<file path="config.mk">
export PLATFORM = sky130hd
export DESIGN_NAME = packed_rgba_palette_ramp_unit
export DESIGN_NICKNAME = d
export VERILOG_FILES = /design/src/rtl/pru_pkg.sv /design/src/rtl/packed_rgba_palette_ramp_unit.sv /design/src/rtl/pru_div.sv /design/src/rtl/pru_datapath.sv /design/src/rtl/pru_ctrl.sv
export SDC_FILE = /design/constraint.sdc
export NUM_CORES = 1
export LEC_CHECK = 0
export ABC_CLOCK_PERIOD_IN_PS = 6100
export BUFFER_PORTS_ARGS = -buffer_cell sky130_fd_sc_hd__buf_2
export CORE_ASPECT_RATIO = 0.5
export CORE_MARGIN = 8
export CORE_UTILIZATION = 62
export DETAILED_ROUTE_END_ITERATION = 10
export GPL_ROUTABILITY_DRIVEN = 1
export PLACE_DENSITY = 0.8
export SETUP_SLACK_MARGIN = 0.5
export SYNTH_ARGS = -nofsm -noshare
export SYNTH_HDL_FRONTEND = slang
export SYNTH_SLANG_ARGS = --single-unit
</file>
<file path="constraint.sdc">
create_clock -name clk -period 6.1 [get_ports clk]
set_clock_uncertainty 0.2 [all_clocks]
set_input_delay 0 -clock clk [delete_from_list [all_inputs] [get_ports clk]]
set_output_delay 0 -clock clk [all_outputs]
set_load 0.01 [all_outputs]
</file>
<file path="src/rtl/pru_pkg.sv">
package pru_pkg;

  localparam int IDX_W       = 6;
  localparam int COLOR_W     = 32;
  localparam int STOP_W      = 7;
  localparam int CFG_IDX_W   = 1;
  localparam int CFG_DATA_W  = 7;
  localparam int S_TDATA_W   = 80;
  localparam int M_TDATA_W   = 40;
  localparam int CHANNELS    = 4;
  localparam int CH_CNT_W    = 3;
  localparam int DIV_NUM_W   = 12;
  localparam int DIV_DEN_W   = 6;

  // configuration register indexes
  localparam logic [CFG_IDX_W-1:0] REG_LAST_INDEX = 1'b0;
  localparam logic [CFG_IDX_W-1:0] REG_STOP_COUNT = 1'b1;

  localparam logic [IDX_W-1:0]  LAST_INDEX_RST = 6'd63;
  localparam logic [STOP_W-1:0] STOP_COUNT_RST = 7'd2;
  localparam logic [STOP_W-1:0] MIN_STOPS      = 7'd2;

  typedef enum logic [2:0] {
    ST_IDLE,
    ST_DECODE,
    ST_DIV_A,
    ST_DIV_B,
    ST_SETUP,
    ST_CH_START,
    ST_DIV_CH,
    ST_EMIT
  } pru_state_t;

  typedef enum logic [1:0] {
    OP_IDX_A,
    OP_IDX_B,
    OP_CHAN
  } pru_div_op_t;

  typedef struct packed {
    logic        load;
    logic        stop_store;
    logic        div_start;
    pru_div_op_t div_op;
    logic        latch_a;
    logic        latch_b;
    logic        setup;
    logic        latch_ch;
    logic        emit;
  } pru_cmd_t;

  typedef struct packed {
    logic mode;
    logic first_stop;
    logic div_done;
    logic n_zero;
    logic ch_all;
    logic at_end;
    logic out_free;
  } pru_status_t;

endpackage

</file>
<file path="src/rtl/packed_rgba_palette_ramp_unit.sv">
// Palette ramp generator. Each input transaction yields a run of palette
// entries (index, color) that blend linearly between two RGBA colors; the
// last entry of a run carries tlast. tuser = 0 gives an explicit segment
// (start index/color, end index/color; swapped when given in reverse order).
// tuser = 1 feeds one gradient stop: the first stop of a run is stored and
// emits nothing, each later stop emits the segment from the previous stop,
// spread evenly over 0..last_index across stop_count stops. Writing either
// configuration register restarts the stop run. Entry colors leave with the
// bytes reversed (red in bits 7:0). One shared 12-step divider does all
// divisions. A segment is decoded and set up, runs four channel divisions,
// then emits one entry per cycle while the output is taken; a stalled
// output holds emission. A stop first runs two index divisions, a
// zero-length segment skips the channel divisions, and a first stop is
// only stored. Only one transaction is worked on at a time; the next is
// taken as soon as the final entry sits in the output register.
module packed_rgba_palette_ramp_unit
  import pru_pkg::*;
#(
  parameter int PALETTE_ENTRIES = 64
)
(
  input  logic                  clk,
  input  logic                  rst,
  // configuration: 0 last_index, 1 stop_count
  input  logic                  cfg_we,
  input  logic [CFG_IDX_W-1:0]  cfg_index,
  input  logic [CFG_DATA_W-1:0] cfg_data,
  // input stream
  input  logic                  s_tvalid,
  output logic                  s_tready,
  // start_index[5:0], start_color[37:6], end_index[43:38], end_color[75:44]
  input  logic [S_TDATA_W-1:0]  s_tdata,
  // mode
  input  logic                  s_tuser,
  // output stream
  output logic                  m_tvalid,
  input  logic                  m_tready,
  // entry_index[5:0], entry_color[37:6]
  output logic [M_TDATA_W-1:0]  m_tdata,
  output logic                  m_tlast
);

  pru_cmd_t    cmd;
  pru_status_t status;

  pru_ctrl u_ctrl (
    .clk      (clk),
    .rst      (rst),
    .s_tvalid (s_tvalid),
    .s_tready (s_tready),
    .status   (status),
    .cmd      (cmd)
  );

  pru_datapath #(
    .PALETTE_ENTRIES (PALETTE_ENTRIES)
  ) u_dp (
    .clk       (clk),
    .rst       (rst),
    .cfg_we    (cfg_we),
    .cfg_index (cfg_index),
    .cfg_data  (cfg_data),
    .s_tdata   (s_tdata),
    .s_tuser   (s_tuser),
    .m_tready  (m_tready),
    .m_tvalid  (m_tvalid),
    .m_tdata   (m_tdata),
    .m_tlast   (m_tlast),
    .cmd       (cmd),
    .status    (status)
  );

endmodule

</file>
<file path="src/rtl/pru_div.sv">
// Restoring divider, one quotient bit per cycle.
module pru_div
  import pru_pkg::*;
(
  input  logic                 clk,
  input  logic                 rst,
  input  logic                 start,
  input  logic [DIV_NUM_W-1:0] num,
  input  logic [DIV_DEN_W-1:0] den,
  output logic                 done,
  output logic [DIV_NUM_W-1:0] quo,
  output logic [DIV_DEN_W-1:0] rem
);

  localparam int CNT_W = $clog2(DIV_NUM_W + 1);
  localparam logic [CNT_W-1:0] STEPS = CNT_W'(DIV_NUM_W);

  logic                 busy;
  logic [CNT_W-1:0]     cnt;
  logic [DIV_DEN_W-1:0] den_r;
  logic [DIV_DEN_W:0]   shifted;
  logic [DIV_DEN_W:0]   diff;
  logic                 ge;

  always_comb begin
    shifted = {rem, quo[DIV_NUM_W-1]};
    ge      = shifted >= {1'b0, den_r};
    diff    = shifted - {1'b0, den_r};
  end

  always_ff @(posedge clk) begin
    if (rst) begin
      busy <= 1'b0;
      done <= 1'b0;
      cnt  <= '0;
    end else begin
      done <= 1'b0;
      if (start) begin
        busy <= 1'b1;
        cnt  <= STEPS;
      end else if (busy) begin
        cnt <= cnt - 1'b1;
        if (cnt == CNT_W'(1)) begin
          busy <= 1'b0;
          done <= 1'b1;
        end
      end
    end
  end

  always_ff @(posedge clk) begin
    if (start) begin
      rem   <= '0;
      quo   <= num;
      den_r <= den;
    end else if (busy) begin
      rem <= ge ? diff[DIV_DEN_W-1:0] : shifted[DIV_DEN_W-1:0];
      quo <= {quo[DIV_NUM_W-2:0], ge};
    end
  end

endmodule

</file>
<file path="src/rtl/pru_datapath.sv">
// Item registers, stop state, divider, per-channel accumulators, output register.
module pru_datapath
  import pru_pkg::*;
#(
  parameter int PALETTE_ENTRIES = 64
)
(
  input  logic                  clk,
  input  logic                  rst,
  input  logic                  cfg_we,
  input  logic [CFG_IDX_W-1:0]  cfg_index,
  input  logic [CFG_DATA_W-1:0] cfg_data,
  input  logic [S_TDATA_W-1:0]  s_tdata,
  input  logic                  s_tuser,
  input  logic                  m_tready,
  output logic                  m_tvalid,
  output logic [M_TDATA_W-1:0]  m_tdata,
  output logic                  m_tlast,
  input  pru_cmd_t              cmd,
  output pru_status_t           status
);

  localparam logic [IDX_W-1:0]  TOP_IDX   = IDX_W'(PALETTE_ENTRIES - 1);
  localparam logic [STOP_W-1:0] MAX_STOPS = STOP_W'(PALETTE_ENTRIES);

  function automatic logic [IDX_W-1:0] clamp_idx(input logic [IDX_W-1:0] v);
    return (v > TOP_IDX) ? TOP_IDX : v;
  endfunction

  function automatic logic [COLOR_W-1:0] byte_rev(input logic [COLOR_W-1:0] c);
    return {c[7:0], c[15:8], c[23:16], c[31:24]};
  endfunction

  // configuration and run state
  logic [IDX_W-1:0]   last_index;
  logic [STOP_W-1:0]  stop_count;
  logic [STOP_W-1:0]  stops_seen;
  logic [COLOR_W-1:0] prev_color;

  // latched item
  logic               it_mode;
  logic [IDX_W-1:0]   it_si;
  logic [COLOR_W-1:0] it_sc;
  logic [IDX_W-1:0]   it_ei;
  logic [COLOR_W-1:0] it_ec;

  // segment
  logic [IDX_W-1:0]   a_idx;
  logic [IDX_W-1:0]   b_idx;
  logic [IDX_W-1:0]   seg_i0;
  logic [IDX_W-1:0]   seg_i1;
  logic [COLOR_W-1:0] seg_c0;
  logic [COLOR_W-1:0] seg_c1;
  logic [IDX_W-1:0]   n;
  logic [IDX_W-1:0]   k;
  logic [CH_CNT_W-1:0] ch;

  // per-channel step terms and accumulators
  logic [7:0] dq   [CHANNELS];
  logic [5:0] dr   [CHANNELS];
  logic [7:0] acc  [CHANNELS];
  logic [5:0] racc [CHANNELS];

  logic [7:0] c0b      [CHANNELS];
  logic [7:0] c1b      [CHANNELS];
  logic [7:0] dmag     [CHANNELS];
  logic       dneg     [CHANNELS];
  logic [7:0] init_b   [CHANNELS];
  logic [7:0] acc_next [CHANNELS];
  logic [5:0] racc_next[CHANNELS];

  logic [STOP_W-1:0]    s_eff;
  logic [IDX_W-1:0]     c_eff;
  logic [IDX_W-1:0]     i_cur;
  logic                 first_stop;
  logic [DIV_NUM_W-1:0] prod_a;
  logic [DIV_NUM_W-1:0] prod_b;

  logic [IDX_W-1:0]   set_i0;
  logic [IDX_W-1:0]   set_i1;
  logic [COLOR_W-1:0] set_c0;
  logic [COLOR_W-1:0] set_c1;
  logic [IDX_W-1:0]   cl_si;
  logic [IDX_W-1:0]   cl_ei;

  logic [DIV_NUM_W-1:0] div_num;
  logic [DIV_DEN_W-1:0] div_den;
  logic                 div_done;
  logic [DIV_NUM_W-1:0] div_quo;
  logic [DIV_DEN_W-1:0] div_rem;

  logic [1:0] ch_sel;

  logic               out_valid;
  logic [IDX_W-1:0]   out_index;
  logic [COLOR_W-1:0] out_color;
  logic               out_last;
  logic               out_free;

  assign ch_sel = ch[1:0];
  assign n      = seg_i1 - seg_i0;

  // stop run arithmetic
  always_comb begin
    priority if (stop_count < MIN_STOPS) begin
      s_eff = MIN_STOPS;
    end else if (stop_count > MAX_STOPS) begin
      s_eff = MAX_STOPS;
    end else begin
      s_eff = stop_count;
    end
    c_eff      = clamp_idx(last_index);
    first_stop = (stops_seen == '0) || (stops_seen >= s_eff);
    i_cur      = stops_seen[IDX_W-1:0] - 1'b1;
    prod_a     = {6'd0, i_cur} * {6'd0, c_eff};
    prod_b     = {6'd0, IDX_W'(i_cur + 1'b1)} * {6'd0, c_eff};
  end

  // segment endpoints at setup
  always_comb begin
    cl_si = clamp_idx(it_si);
    cl_ei = clamp_idx(it_ei);
    if (it_mode) begin
      set_i0 = a_idx;
      set_i1 = b_idx;
      set_c0 = prev_color;
      set_c1 = it_ec;
    end else if (cl_si > cl_ei) begin
      set_i0 = cl_ei;
      set_i1 = cl_si;
      set_c0 = it_ec;
      set_c1 = it_sc;
    end else begin
      set_i0 = cl_si;
      set_i1 = cl_ei;
      set_c0 = it_sc;
      set_c1 = it_ec;
    end
  end

  // channel lanes: 0 red, 1 green, 2 blue, 3 alpha
  always_comb begin
    logic [8:0] d;
    logic [8:0] dn;
    logic [6:0] sum;
    logic       wrap;
    for (int j = 0; j < CHANNELS; j++) begin
      c0b[j]    = seg_c0[8*(3-j) +: 8];
      c1b[j]    = seg_c1[8*(3-j) +: 8];
      init_b[j] = set_c0[8*(3-j) +: 8];
      d         = {1'b0, c1b[j]} - {1'b0, c0b[j]};
      dn        = 9'd0 - d;
      dneg[j]   = d[8];
      dmag[j]   = d[8] ? dn[7:0] : d[7:0];
      sum       = {1'b0, racc[j]} + {1'b0, dr[j]};
      wrap      = sum >= {1'b0, n};
      racc_next[j] = wrap ? 6'(sum - {1'b0, n}) : sum[5:0];
      acc_next[j]  = acc[j] + dq[j] + {7'd0, wrap};
    end
  end

  always_comb begin
    unique case (cmd.div_op)
      OP_IDX_A: begin
        div_num = prod_a;
        div_den = DIV_DEN_W'(s_eff - 1'b1);
      end
      OP_IDX_B: begin
        div_num = prod_b;
        div_den = DIV_DEN_W'(s_eff - 1'b1);
      end
      OP_CHAN: begin
        div_num = {4'd0, dmag[ch_sel]};
        div_den = n;
      end
      default: begin
        div_num = prod_a;
        div_den = n;
      end
    endcase
  end

  pru_div u_div (
    .clk   (clk),
    .rst   (rst),
    .start (cmd.div_start),
    .num   (div_num),
    .den   (div_den),
    .done  (div_done),
    .quo   (div_quo),
    .rem   (div_rem)
  );

  // configuration and stop state
  always_ff @(posedge clk) begin
    if (rst) begin
      last_index <= LAST_INDEX_RST;
      stop_count <= STOP_COUNT_RST;
      stops_seen <= '0;
      prev_color <= '0;
    end else begin
      if (cfg_we) begin
        unique case (cfg_index)
          REG_LAST_INDEX: last_index <= cfg_data[IDX_W-1:0];
          REG_STOP_COUNT: stop_count <= cfg_data;
          default: ;
        endcase
        stops_seen <= '0;
      end else if (cmd.stop_store) begin
        prev_color <= it_ec;
        stops_seen <= STOP_W'(1);
      end else if (cmd.setup && it_mode) begin
        prev_color <= it_ec;
        stops_seen <= (STOP_W'(stops_seen + 1'b1) >= s_eff) ? '0 :
                      STOP_W'(stops_seen + 1'b1);
      end
    end
  end

  // item and segment registers
  always_ff @(posedge clk) begin
    if (cmd.load) begin
      it_mode <= s_tuser;
      it_si   <= s_tdata[5:0];
      it_sc   <= s_tdata[37:6];
      it_ei   <= s_tdata[43:38];
      it_ec   <= s_tdata[75:44];
    end
    if (cmd.latch_a) begin
      a_idx <= clamp_idx(div_quo[IDX_W-1:0]);
    end
    if (cmd.latch_b) begin
      b_idx <= clamp_idx(div_quo[IDX_W-1:0]);
    end
    if (cmd.setup) begin
      seg_i0 <= set_i0;
      seg_i1 <= set_i1;
      seg_c0 <= set_c0;
      seg_c1 <= set_c1;
      k      <= '0;
      ch     <= '0;
      for (int j = 0; j < CHANNELS; j++) begin
        acc[j]  <= init_b[j];
        racc[j] <= '0;
      end
    end else if (cmd.latch_ch) begin
      ch <= ch + 1'b1;
      if (dneg[ch_sel] && (div_rem != '0)) begin
        dq[ch_sel] <= ~div_quo[7:0];
        dr[ch_sel] <= n - div_rem;
      end else if (dneg[ch_sel]) begin
        dq[ch_sel] <= 8'd0 - div_quo[7:0];
        dr[ch_sel] <= '0;
      end else begin
        dq[ch_sel] <= div_quo[7:0];
        dr[ch_sel] <= div_rem;
      end
    end else if (cmd.emit) begin
      k <= k + 1'b1;
      for (int j = 0; j < CHANNELS; j++) begin
        acc[j]  <= acc_next[j];
        racc[j] <= racc_next[j];
      end
    end
  end

  // output register
  assign out_free = !out_valid || m_tready;

  always_ff @(posedge clk) begin
    if (rst) begin
      out_valid <= 1'b0;
    end else if (cmd.emit) begin
      out_valid <= 1'b1;
    end else if (m_tready) begin
      out_valid <= 1'b0;
    end
  end

  always_ff @(posedge clk) begin
    if (cmd.emit) begin
      if (k == n) begin
        out_index <= seg_i1;
        out_color <= byte_rev(seg_c1);
        out_last  <= 1'b1;
      end else begin
        out_index <= seg_i0 + k;
        out_color <= {acc[3], acc[2], acc[1], acc[0]};
        out_last  <= 1'b0;
      end
    end
  end

  assign m_tvalid = out_valid;
  assign m_tdata  = {2'b00, out_color, out_index};
  assign m_tlast  = out_last;

  always_comb begin
    status.mode       = it_mode;
    status.first_stop = first_stop;
    status.div_done   = div_done;
    status.n_zero     = (n == '0);
    status.ch_all     = ch[2];
    status.at_end     = (k == n);
    status.out_free   = out_free;
  end

endmodule

</file>
<file path="src/rtl/pru_ctrl.sv">
// Sequencer: decode, index divisions, channel divisions, entry emission.
module pru_ctrl
  import pru_pkg::*;
(
  input  logic        clk,
  input  logic        rst,
  input  logic        s_tvalid,
  output logic        s_tready,
  input  pru_status_t status,
  output pru_cmd_t    cmd
);

  pru_state_t state;
  pru_state_t state_next;

  always_ff @(posedge clk) begin
    if (rst) begin
      state <= ST_IDLE;
    end else begin
      state <= state_next;
    end
  end

  always_comb begin
    state_next = state;
    cmd        = '0;
    s_tready   = (state == ST_IDLE);
    unique case (state)
      ST_IDLE: begin
        if (s_tvalid) begin
          cmd.load   = 1'b1;
          state_next = ST_DECODE;
        end
      end
      ST_DECODE: begin
        if (!status.mode) begin
          state_next = ST_SETUP;
        end else if (status.first_stop) begin
          cmd.stop_store = 1'b1;
          state_next     = ST_IDLE;
        end else begin
          cmd.div_start = 1'b1;
          cmd.div_op    = OP_IDX_A;
          state_next    = ST_DIV_A;
        end
      end
      ST_DIV_A: begin
        if (status.div_done) begin
          cmd.latch_a   = 1'b1;
          cmd.div_start = 1'b1;
          cmd.div_op    = OP_IDX_B;
          state_next    = ST_DIV_B;
        end
      end
      ST_DIV_B: begin
        if (status.div_done) begin
          cmd.latch_b = 1'b1;
          state_next  = ST_SETUP;
        end
      end
      ST_SETUP: begin
        cmd.setup  = 1'b1;
        state_next = ST_CH_START;
      end
      ST_CH_START: begin
        if (status.n_zero || status.ch_all) begin
          state_next = ST_EMIT;
        end else begin
          cmd.div_start = 1'b1;
          cmd.div_op    = OP_CHAN;
          state_next    = ST_DIV_CH;
        end
      end
      ST_DIV_CH: begin
        cmd.div_op = OP_CHAN;
        if (status.div_done) begin
          cmd.latch_ch = 1'b1;
          state_next   = ST_CH_START;
        end
      end
      ST_EMIT: begin
        if (status.out_free) begin
          cmd.emit = 1'b1;
          if (status.at_end) begin
            state_next = ST_IDLE;
          end
        end
      end
      default: begin
        state_next = ST_IDLE;
      end
    endcase
  end

endmodule

</file>
## Word level (Yosys, flattened, before mapping)

Memories as Yosys holds them, arrays and structs flattened.
Cells that the tools add are included.
W data, S select, Z words.

- Flip-flop bits (word level): 299
- Latch bits: 0
- Memory bits (writable): 112
- Memory bits (read-only): 0
- Input bits: 94
- Output and inout port bits: 43
- Logic and storage cells: 254
- Memories kept: 4

- Add/subtract/negate cells: 36
- Multipliers: 2
- Div/mod/pow operators: 0
- Order comparisons: 15
- Equal/unequal tests: 17
- Shift-type cells: 0
- Muxes and demuxes: 108
- Bitwise logic cells: 18
- Reduce and logical (&&, ||, !) cells: 24

Memories:

| name | words | width | read ports | clocked after Yosys merged registers in | write ports | line | text |
|---|---|---|---|---|---|---|---|
| u_dp.acc | 4 | 8 | 4 | 0 | 4 | pru_datapath.sv:61 | `logic [7:0] acc [CHANNELS];` |
| u_dp.dq | 4 | 8 | 4 | 0 | 1 | pru_datapath.sv:59 | `logic [7:0] dq [CHANNELS];` |
| u_dp.dr | 4 | 6 | 4 | 0 | 1 | pru_datapath.sv:60 | `logic [5:0] dr [CHANNELS];` |
| u_dp.racc | 4 | 6 | 4 | 0 | 4 | pru_datapath.sv:62 | `logic [5:0] racc [CHANNELS];` |

Operator list:

| cell | number |
|---|---|
| $mux W32 | 7 |
| $mux W6 | 21 |
| $mux W8 | 12 |
| $mux W1 | 43 |
| $sub A6 B6 Y6 | 7 |
| $sub A1 B8 Y8 const A | 5 |
| $sub A8 B8 Y9 | 4 |
| $ge A7 B6 Y1 | 5 |
| $add A8 B1 Y8 | 4 |
| $add A8 B8 Y8 | 4 |
| $add A6 B6 Y7 | 4 |
| $mux W3 | 9 |
| $gt A6 B6 Y1 const B | 4 |
| $mul A6 B6 Y12 | 2 |
| $mux W12 | 2 |
| $pmux W12 S2 | 1 |
| $pmux W3 S8 | 1 |
| $mux W7 | 3 |
| $bmux W8 S2 | 1 |
| $mux W4 | 4 |
| $ge A7 B7 Y1 | 2 |
| $add A6 B1 Y6 const B | 2 |
| $eq A3 B3 Y1 const B | 4 |
| $or A1 B1 Y1 | 12 |
| other kinds (37) | 57 |

## Logic depth before layout (Yosys ltp)

- Depth in word-level cells: 11
- Depth in mapped cells: 24
- Mapped depth without buffers: 24

## By module

From an unflattened synthesis, not the netlist that was laid out.

- Cells, all modules: 2337
- Area, all modules: 25349.3 um^2

Modules (own cells, without submodules):

| module | times used | cells each | area each (um^2) | sequential area each (um^2) |
|---|---|---|---|---|
| pru_datapath | 1 | 2157 | 23486.3 | 10730.3 |
| pru_div | 1 | 136 | 1534.0 | 780.7 |
| pru_ctrl | 1 | 44 | 329.1 | 60.1 |

## Least setup slack after synthesis

Ideal clock, no wire load.

- Kind: register to register
- Start point: register u_dp.stops_seen[0]
- End point: register u_dp.u_div.quo[10] (data pin)
- Setup time: 0.269 ns
- Data arrival time: 4.862 ns
- Required time: 5.631 ns
- Setup slack: 0.769 ns
- Cell stages (with the launch flop): 24
- Path buffers: 2
- Clock period less this slack: 5.331 ns
- Cells stage by stage: dfxtp_1 -> clkbuf_1 -> inv_1 -> ha_1 -> clkbuf_1 -> nor2_1 -> nand2_1 -> nor3_1 -> xnor2_1 -> and2_1 -> fa_1 -> inv_1 -> fa_1 -> fa_1 -> inv_1 -> ha_1 -> a21oi_1 -> nor2b_1 -> o21a_1 -> nor4_1 -> or3b_2 -> xnor2_1 -> nand3_1 -> a31oi_1

- Cells in the longest elaborated chain, start to end: 6
- Elaborated cells on any way between the ends: 12
- Those cells by class: add/sub: 2; mul: 2; order compare: 1; mux: 5; reduce/logical: 2

RTL lines:

| element | line | text |
|---|---|---|
| from (decl) | pru_datapath.sv:37 | `logic [STOP_W-1:0] stops_seen;` |
| from (signal assigned) | pru_datapath.sv:214 | `stops_seen <= (STOP_W'(stops_seen + 1'b1) >= s_eff) ? '0 :` |
| parallel branches: the longest is 5 deep, another holds $mul A6 B6 Y12 | - |  |
| $mux W12 * | pru_div.sv:52 | `if (start) begin` |
| to (signal assigned) | pru_div.sv:54 | `quo <= num;` |
| to (signal assigned) | pru_div.sv:58 | `quo <= {quo[DIV_NUM_W-2:0], ge};` |
| to (decl) | pru_div.sv:11 | `output logic [DIV_NUM_W-1:0] quo,` |

Mark *: on every way between the ends.
A chain may end at the register's enable or synchronous reset.

==> flow_summary.ini <==
[worst_setup_path]
crit_chain = inv_1 > ha_1 > inv_1 > fa_1 > clkinvlp_4 > buf_4 > ha_1 > nor2b_1 > o21ai_0 > a21boi_0 > o21ai_0 > nand2b_1 > a31o_2 > a21oi_4 > fa_1 > nor2b_1 > o21ai_1 > a21boi_0 > o21ai_0 > nand2b_1 > a21o_1 > a21oi_1 > xnor2_1 > mux2_2
crit_path_max_fanout = 6
crit_arrival_ns = 5.59
worstPathRequired_ns = 6.20
cp.depth = 24
max_stage_delay_ns = 0.54
cp_common_cell = o21ai_0
cp.buffers_inverters = 4
crit_type = reg -> reg
startpoint_type = register
critPathTopFamily = compound AO/OA/AOI/OAI gates
r2r_cells = 24
crit_path_top_delay_cell = fa_1
cp-end-kind = register

[global_route]
grtUsageMet1_pct = 35.4
antenna_found_initial = 2
grt_util_met2_pct = 45.8
grt_overflow = 0
grt_pass1_wl_microns = 102000
grt_usage_pct = 27.2
grt_util_met3_pct = 5.31
grt_busiest_layer = met2
grt_pass1_vias = 19100
grt_max_degree = 81

[pwr]
ir_drop_mv = 0.254
p_leak_nw = 12.5
clkPwrFrac_pct = 30.2
power_frac_comb_pct = 28.6
switching_share_pct = 31.6
power_density_nw_per_um2 = 279
p_sw_w = 0.00261
pwr-share-seq_pct = 41.2
intPower_w = 0.00564

[layout]
final_common_cell = edfxtp_1
area_delta_synth_final_pct = 17.8
final_cell_mix = 334 x edfxtp_1, 204 x inv_1, 204 x ha_1, 177 x dlygate4sd3_1, 169 x nor2_1
nets = 2943
n_antenna_cell = 0
drive_gt1_share_pct = 12.2
fillers = 2556

[placement]
dp_hpwl_microns = 42300
portBuffers = 130
gp_congestion = 0.950
pre_cts_slack_ns = 0.573

[timing]
hold_violations = 0
setup_viol = 0
fin_crit_sh_pct = 90.0
fmax_mhz = 182
worst_pin_slew_ns = 1.07
final_max_slew_viol_count = 0
fin_ws_ns = 0.610
rsz0062_at_grt = yes
max_slew_margin_pct = 28.9
fin_crit_ns = 5.49
setup_tns_ns = 0

[logic_synthesis]
async_reset_ff_share_pct = 0
syn_area_sq_um = 25100
synth_enable_flop_cells = 334
synth_cells = 2280
ys_seq_area_share_pct = 46.2
synth_flop_cell = edfxtp_1
synth_cell_types = 81
syn_avg_cell_area_sq_um = 11.0
yosysWarningCount = 0
ys_ff_latch = 411

[die]
die-area_sq_um = 47500
num_rows = 52
coreArea_sq_um = 40100
die_h_microns = 158
start_util_pct = 62.4
die_w_microns = 300
io_pins = 137

[routing]
wirelength_microns = 65500
detailedRoute.firstIterationViolations = 1913
vias = 18900
via_per_inst = 6.00
drt_pre_antenna_iters = 6
ant_nets = 0
wire_per_inst_microns = 20.8
drc_errors = 0

[clock_network]
root_buffer = clkbuf_16
cts_buffers = 39
path_clk_slew_ns = 0.07
cts_tree = built
cts.sinks = 411
ctsHtreeMaxLevel = 2
cts_buffer_depth = 3
clk_latency_ns = 0.55

[flow_run]
drv_cap = 0

[status]
status = completed

[hold_path]
hold_depth = 3
hold_path.class = in -> reg
layout make-up:
type | instances | area, sq um | area share, %
timing repair buffer | 350 | 2770 | 9.40
clock inverter | 13 | 123 | 0.416
inverter | 210 | 793 | 2.69
multi-input combinational | 1575 | 12400 | 42.1
clock buffer | 57 | 1130 | 3.85
sequential | 411 | 11600 | 39.2
tap | 540 | 676 | 2.29
metrics by stage:
stage / area [sq um] / util (%) / cells / hold WS [ns] / total power, W
floorplan: 25100 / - / 2281 / -0.101 / 0.00498
global placement: 26300 / 65.5 / 2896 / -0.0238 / 0.00553
CTS: 29300 / 73.0 / 3142 / 0.000609 / 0.00811
finish: 29500 / 73.5 / 3156 / 0.102 / 0.00824
global route: 29500 / 73.5 / 3156 / 0.0933 / 0.00861
detailed placement: 26300 / 65.5 / 2896 / -0.0219 / 0.00559
worst register-to-register path: stages (launching register included):
cell	delay (ns)
edfxtp_1	0.35
inv_1	0.08
ha_1	0.17
inv_1	0.06
fa_1	0.54
clkinvlp_4	0.20
buf_4	0.19
ha_1	0.31
nor2b_1	0.14
o21ai_0	0.24
a21boi_0	0.18
o21ai_0	0.19
nand2b_1	0.12
a31o_2	0.25
a21oi_4	0.24
fa_1	0.26
nor2b_1	0.06
o21ai_1	0.18
a21boi_0	0.18
o21ai_0	0.20
nand2b_1	0.13
a21o_1	0.19
a21oi_1	0.20
xnor2_1	0.11
mux2_2	0.28
Yosys cell counts (28+ instances only):
cell type  number  share of area [%]
a21o_1         52                1.6
a21oi_1       104                2.1
and2_1         30               0.75
clkbuf_1       63               0.94
dfxtp_1        77                6.2
edfxtp_1      334                 40
fa_1           58                4.6
ha_1          204                 10
inv_1         208                3.1
mux2_1         29                1.3
mux2_2         45                2.0
mux2i_1        92                3.7
nand2_1       146                2.2
nand2b_1       40                1.0
nand3_1        28               0.56
nor2_1        170                2.5
nor2b_1        69                1.7
nor3_1         30               0.60
o21ai_0       108                2.2
xnor2_1        90                3.1
xor2_1         62                2.2
registers in the layout, indices dropped and copies added (netlist names), 12 cells and up:
| register | flops |
|---|---|
| u_dp.dr | 24 |
| u_dp.c1b | 32 |
| u_dp.prev_color | 32 |
| u_dp.u_div.quo | 12 |
| u_dp.racc | 24 |
| u_dp.out_color | 32 |
| u_dp.acc | 32 |
| u_dp.it_ec | 32 |
| u_dp.it_sc | 32 |
| u_dp.dq | 32 |
| u_dp.c0b | 32 |
worst paths after layout:
path | start | to | slack [ns]
setup reg to reg | u_dp.seg_i1[0] | u_dp.acc[1][7] | 0.61
hold / removal | cfg_data[5] | u_dp.last_index[5] | 0.10
hold reg to reg | u_dp.prev_color[0] | u_dp.prev_color[0] | 0.30
setup / recovery | u_dp.seg_i1[0] | u_dp.acc[1][7] | 0.61
cells by family after synthesis:
family                   synth area share [%]
XOR/XNOR                                 5.38
buffers and inverters                    4.62
flip-flops                               46.2
multiplexers                             7.18
AO/OA/AOI/OAI                            11.3
other                                  0.0150
AND/OR/NAND/NOR                          10.5
adder cells (fa/ha/maj)                  14.8
repair_timing:
item                                    CTS  global route
gates resized for setup                   0            18
hold endpoints to repair                152             1
buffers inserted                          0            13
hold buffers                            176             1
endpoints found under the setup margin    0            14
power groups by stage:
stage | clock (W) | combinational [W] | sequential, W
floorplan | 0 | 0.00159 | 0.00340
global placement | 0 | 0.00209 | 0.00344
detailed placement | 0 | 0.00215 | 0.00345
CTS | 0.00246 | 0.00226 | 0.00339
global route | 0.00260 | 0.00260 | 0.00341
finish | 0.00249 | 0.00236 | 0.00340
metal layers:
layer,part of all wire [%],vias up
met5,0.018,-
met4,2.9,2
met3,9.5,158
met2,47,934
met1,40,9182
li1,-,8661
(Power assumes the default switching activity.)
